<file path="src/rtl/gdfs_pkg.sv">
// Package for the depth-first path search block.
// Holds sizes, result kind codes, controller states and the command/status structs.
// No dependencies.
package gdfs_pkg;
    localparam int VERTICES  = 16;
    localparam int VW        = 4;
    localparam int CNT_W     = 5;
    localparam int COST_BITS = 16;
    localparam int SUM_BITS  = 20;

    localparam logic [1:0] KIND_PATH = 2'd0;
    localparam logic [1:0] KIND_SUM  = 2'd1;
    localparam logic [1:0] KIND_VIS  = 2'd2;
    localparam logic [1:0] KIND_GEN  = 2'd3;

    localparam logic OP_LOAD   = 1'b0;
    localparam logic OP_SEARCH = 1'b1;

    localparam logic REG_VERTEX_COUNT = 1'b0;

    typedef enum logic [3:0] {
        S_IDLE, S_STEP, S_SCAN, S_DECIDE, S_PUSH,
        S_OUT_PATH, S_OUT_SUM, S_OUT_VIS, S_OUT_GEN, S_OUT_BAD
    } t_state;

    typedef struct packed {
        logic load;
        logic init;
        logic scan_start;
        logic scan;
        logic push;
        logic pop;
        logic set_found;
        logic emit_path;
        logic emit_sum;
        logic emit_vis;
        logic emit_gen;
        logic emit_bad;
    } t_dp_cmd;

    typedef struct packed {
        logic             in_range;
        logic             stack_empty;
        logic             top_is_goal;
        logic             scan_last;
        logic             push_ok;
        logic             path_last;
        logic             vis_last;
        logic             gen_last;
        logic             out_free;
        logic             found;
        logic [CNT_W-1:0] depth;
    } t_dp_stat;
endpackage

</file>
<file path="src/rtl/gdfs_ctrl.sv">
// Controller state machine of the path search block.
// Depends on gdfs_pkg; drives the datapath only through t_dp_cmd.
module gdfs_ctrl (
    input  logic               i_clk,
    input  logic               i_rst_n,
    input  logic               i_in_valid,
    input  logic               i_in_op,
    output logic               o_in_ready,
    input  gdfs_pkg::t_dp_stat i_stat,
    output gdfs_pkg::t_dp_cmd  o_cmd
);
    import gdfs_pkg::*;

    t_state r_state, n_state;

    always_ff @(posedge i_clk) begin
        if (!i_rst_n) begin
            r_state <= S_IDLE;
        end else begin
            r_state <= n_state;
        end
    end

    always_comb begin
        n_state    = r_state;
        o_cmd      = '0;
        o_in_ready = 1'b0;
        unique case (r_state)
            S_IDLE: begin
                o_in_ready = 1'b1;
                if (i_in_valid) begin
                    if (i_in_op == OP_LOAD) begin
                        o_cmd.load = 1'b1;
                    end else if (i_stat.in_range) begin
                        o_cmd.init = 1'b1;
                        n_state    = S_STEP;
                    end else begin
                        n_state = S_OUT_BAD;
                    end
                end
            end
            S_STEP: begin
                if (i_stat.stack_empty) begin
                    n_state = S_OUT_SUM;
                end else if (i_stat.top_is_goal) begin
                    o_cmd.set_found = 1'b1;
                    n_state         = S_OUT_PATH;
                end else begin
                    o_cmd.scan_start = 1'b1;
                    n_state          = S_SCAN;
                end
            end
            S_SCAN: begin
                o_cmd.scan = 1'b1;
                if (i_stat.scan_last) begin
                    n_state = S_DECIDE;
                end
            end
            S_DECIDE: begin
                // The edge cost is read here and lands in time for the push.
                if (i_stat.push_ok) begin
                    n_state = S_PUSH;
                end else begin
                    o_cmd.pop = 1'b1;
                    n_state   = S_STEP;
                end
            end
            S_PUSH: begin
                o_cmd.push = 1'b1;
                n_state    = S_STEP;
            end
            S_OUT_PATH: begin
                if (i_stat.out_free) begin
                    o_cmd.emit_path = 1'b1;
                    if (i_stat.path_last) n_state = S_OUT_SUM;
                end
            end
            S_OUT_SUM: begin
                if (i_stat.out_free) begin
                    o_cmd.emit_sum = 1'b1;
                    n_state        = S_OUT_VIS;
                end
            end
            S_OUT_VIS: begin
                if (i_stat.out_free) begin
                    o_cmd.emit_vis = 1'b1;
                    if (i_stat.vis_last) n_state = S_OUT_GEN;
                end
            end
            S_OUT_GEN: begin
                if (i_stat.out_free) begin
                    o_cmd.emit_gen = 1'b1;
                    if (i_stat.gen_last) n_state = S_IDLE;
                end
            end
            S_OUT_BAD: begin
                if (i_stat.out_free) begin
                    o_cmd.emit_bad = 1'b1;
                    n_state        = S_IDLE;
                end
            end
            default: n_state = S_IDLE;
        endcase
    end
endmodule

</file>
<file path="config.mk">
export PLATFORM = sky130hd
export DESIGN_NAME = gdfs_ctrl
export DESIGN_NICKNAME = d
export VERILOG_FILES = /design/src/rtl/gdfs_pkg.sv /design/src/rtl/gdfs_ctrl.sv
export SDC_FILE = /design/constraint.sdc
export NUM_CORES = 1
export LEC_CHECK = 0
export BUFFER_PORTS_ARGS = -buffer_cell sky130_fd_sc_hd__buf_2
export CORE_AREA = 5 5 42 44
export CTS_CLUSTER_DIAMETER = 40
export DETAILED_ROUTE_END_ITERATION = 6
export DIE_AREA = 0 0 47 49
export HOLD_SLACK_MARGIN = 0.03
export PLACE_DENSITY = 0.71
export SLEW_MARGIN = 20
export SYNTH_ARGS = -nofsm -noshare
export SYNTH_HDL_FRONTEND = slang
export SYNTH_SLANG_ARGS = --single-unit
</file>
<file path="constraint.sdc">
create_clock -name i_clk -period 4.67 [get_ports i_clk]
set_clock_uncertainty 0.2 [all_clocks]
set_input_delay 0.2335 -clock i_clk [delete_from_list [all_inputs] [get_ports i_clk]]
set_output_delay 0.2335 -clock i_clk [all_outputs]
set_load 0.05 [all_outputs]
</file>
==> reports/qor.yml <==
synthesis:
  async_reset_ff_share_pct: 0
  netlist_area_sq_um: 483
  syn-num-nets: 89
  synth_cells: 70
  ys.flop_type: "dfxtp_1"
  synth_edf_count: 0
  avgSynthCellArea_sq_um: 6.90
  synth_seq_cells: 4
  synth_common_cells: "10 x nor2_1, 8 x nand2_1, 4 x dfxtp_1, 4 x nand2b_1, 4 x nor3_1"
  synth_cell_types: 35
  ys_seq_area_share_pct: 16.6
  synth_most_common_cell: "nor2_1"
  synthTopCellsByArea: "dfxtp_1 17%, nor2_1 7.8%, mux2i_1 6.2%"
  yosysWarnings: 0
  yosysTopAreaCell: "dfxtp_1"
  yosysTopAreaCellShare_pct: 16.6
floorplan:
  die_w_microns: 47
  core-area_sq_um: 1400
  initial_utilization_pct: 34.5
  rows: 14
  die_area_sq_um: 2300
  die_h_microns: 49
  boundaryPins: 32
job:
  max-cap-violations: 0
power:
  ir_drop_mv: 0.355
  power_leakage_nw: 0.281
  power.density_nw_per_um2: 578
route:
  drc: 0
  drt_iter0_markers: 10
  ant_nets: 0
  viasPerCell: 5.52
  routed_wl_mm: 1.36
  routed-via-count: 607
  wl_per_cell_microns: 12.4
  firstDrtPassIters: 4
timing:
  period_minus_slack_ps: 2230
  worstMarginPinSlew_ps: 519
  max_freq_mhz: 449
  rsz0062_at_grt: "false"
  maxSlewViolCount: 0
  finalSetupViolations: 0
  relSlewSlack_pct: 65.4
  fin_crit_sh_pct: 47.7
  setup_tns_ps: 0
  setup_ws_ps: 2440
  finalHoldViolCount: 0
setup_path:
  end_kind: "output port"
  crit_path_start_kind: "flop"
  path_class: "flop to output port"
  cp_data_arrival_time_ps: 1800
  r2r.worst_path.cells: 4
  r2r_slack_ps: 2710
  crit_path_max_fanout: 17
  required_ps: 4240
  r2r-start: "r_state[1]"
  r2r-end: "r_state[3]"
global_routing:
  use_met2_pct: 21.0
  globalRouteTotalUtil_pct: 13.9
  grt_pass1_vias: 566
  busiest_layer: "met2"
  grt_pass1_wl_mm: 2.43
  grt_util_met1_pct: 18.0
  overflow: 0
  grt_antenna_before_repair: 0
  grt_max_degree: 18
  met3_usage_pct: 1.85
clock_tree:
  cts_made_buffers: 3
  cts_tree: "done"
  clkLatencyLatePin_ps: 240
  cts_root_buffer: "clkbuf_4"
  clkSlewWorstSetupHoldPaths_ps: 40
  ctsResizeCount: 0
  postCtsSetupRepairBufs: 0
  clkSinkCount: 4
  cts_buffer_depth: 2
  cts_hold_buf: 0
  cts_max_level: 1
final_layout:
  reg_top3: "r_state (4)"
  n_antenna_cell: 0
  final_util_pct: 44.7
  multiInputGateArea_sq_um: 372
  area_growth_pct: 29.8
  largest_reg_flops: 4
  max_flop_register: "r_state"
  fillCellCount: 158
  seqCellArea_sq_um: 80.1
  nNetsFinal: 115
  drive_gt1_share_pct: 31.9
worst_hold_path:
  hp-class: "input port to flop"
  min_to: "r_state[1]"
  hold_depth: 3
  min-delay-start: "i_rst_n"
placement:
  hpwl_mm: 1.03
  io_buffer_count: 25
  gp_congestion: 0.793
  pre_cts_ws_ps: 2690
run_status:
  status: "complete, no violations"
-- where the power goes --
part,leakage [nW],switching [W],internal [W]
Clock,0.0138,0.0000164,0.0000289
Combinational,0.235,0.000148,0.0000819
Sequential,0.0327,0.0000420,0.0000456
-- stage by stage --
stage | area (sq um) | hold WS, ps | cells | power, W
floorplan | 483 | 182 | 70 | 0.000272
global placement | 604 | 350 | 107 | 0.000312
detailed placement | 604 | 354 | 107 | 0.000318
global route | 627 | 125 | 110 | 0.000392
CTS | 627 | 92.4 | 110 | 0.000365
finish | 627 | 104 | 110 | 0.000362
-- worst max path at each step --
stage	from	to	slack, ps	cells past startpoint
finish	r_state[1]	o_cmd[6]	2440	3
global route	r_state[2]	o_cmd[11]	2350	5
CTS	r_state[1]	o_cmd[6]	2450	3
detailed placement	r_state[3]	r_state[3]	2690	4
global placement	r_state[1]	o_cmd[6]	2720	3
floorplan	r_state[2]	o_cmd[10]	1590	4
-- routing by layer --
| metal | vias to the layer above | wire (microns) |
|---|---|---|
| met5 | - | 0 |
| met4 | 0 | 22 |
| met3 | 2 | 89 |
| met2 | 17 | 668 |
| met1 | 280 | 583 |
| li1 | 308 | - |
-- cell usage in the layout (no fill, tap or decap) --
| cell type | n |
|---|---|
| buf_2 | 25 |
| nor2_1 | 10 |
| nand2_1 | 8 |
| nor3_1 | 4 |
| nand2b_1 | 4 |
| dfxtp_1 | 4 |
| mux2i_1 | 3 |
| clkbuf_4 | 3 |
| or2b_1 | 2 |
| nor4_1 | 2 |
| inv_1 | 2 |
| nand3b_1 | 2 |
| a21oi_1 | 2 |
| or3b_1 | 2 |
| a211oi_1 | 2 |
| or2_2 | 1 |
| or2_1 | 1 |
| nor4b_1 | 1 |
| nor2b_1 | 1 |
| o31ai_1 | 1 |
| or4b_1 | 1 |
| o21ai_1 | 1 |
| or4_1 | 1 |
| nand4b_1 | 1 |
| or3_1 | 1 |
| mux2_1 | 1 |
| o32ai_1 | 1 |
| a2111o_2 | 1 |
| a31oi_1 | 1 |
| o211ai_1 | 1 |
| nand3_1 | 1 |
| o21ai_0 | 1 |
| o2111ai_1 | 1 |
| o22ai_1 | 1 |
-- worst max-delay path: stages (launching register included) --
cell     delay [ps]
dfxtp_1         630
or2b_1          330
nor3_1          270
buf_2           320
-- final cells by class --
class	instances	share of cell area, %
clock buffer	3	3.59
inverter	2	1.20
multi-input combinational	60	59.3
sequential	4	12.8
tap	16	3.19
timing repair buffer	25	20.0
-- kinds of logic (layout without fill, tap and decap cells) --
logic type	count (synthesis)	count (layout)	share of synthesized area (%)
mux	4	4	8.55
compound gates	13	13	19.2
buf+inv	6	30	6.48
simple gates	43	43	49.2
flops	4	4	16.6
Note: power is estimated with default switching activity, not from simulation.
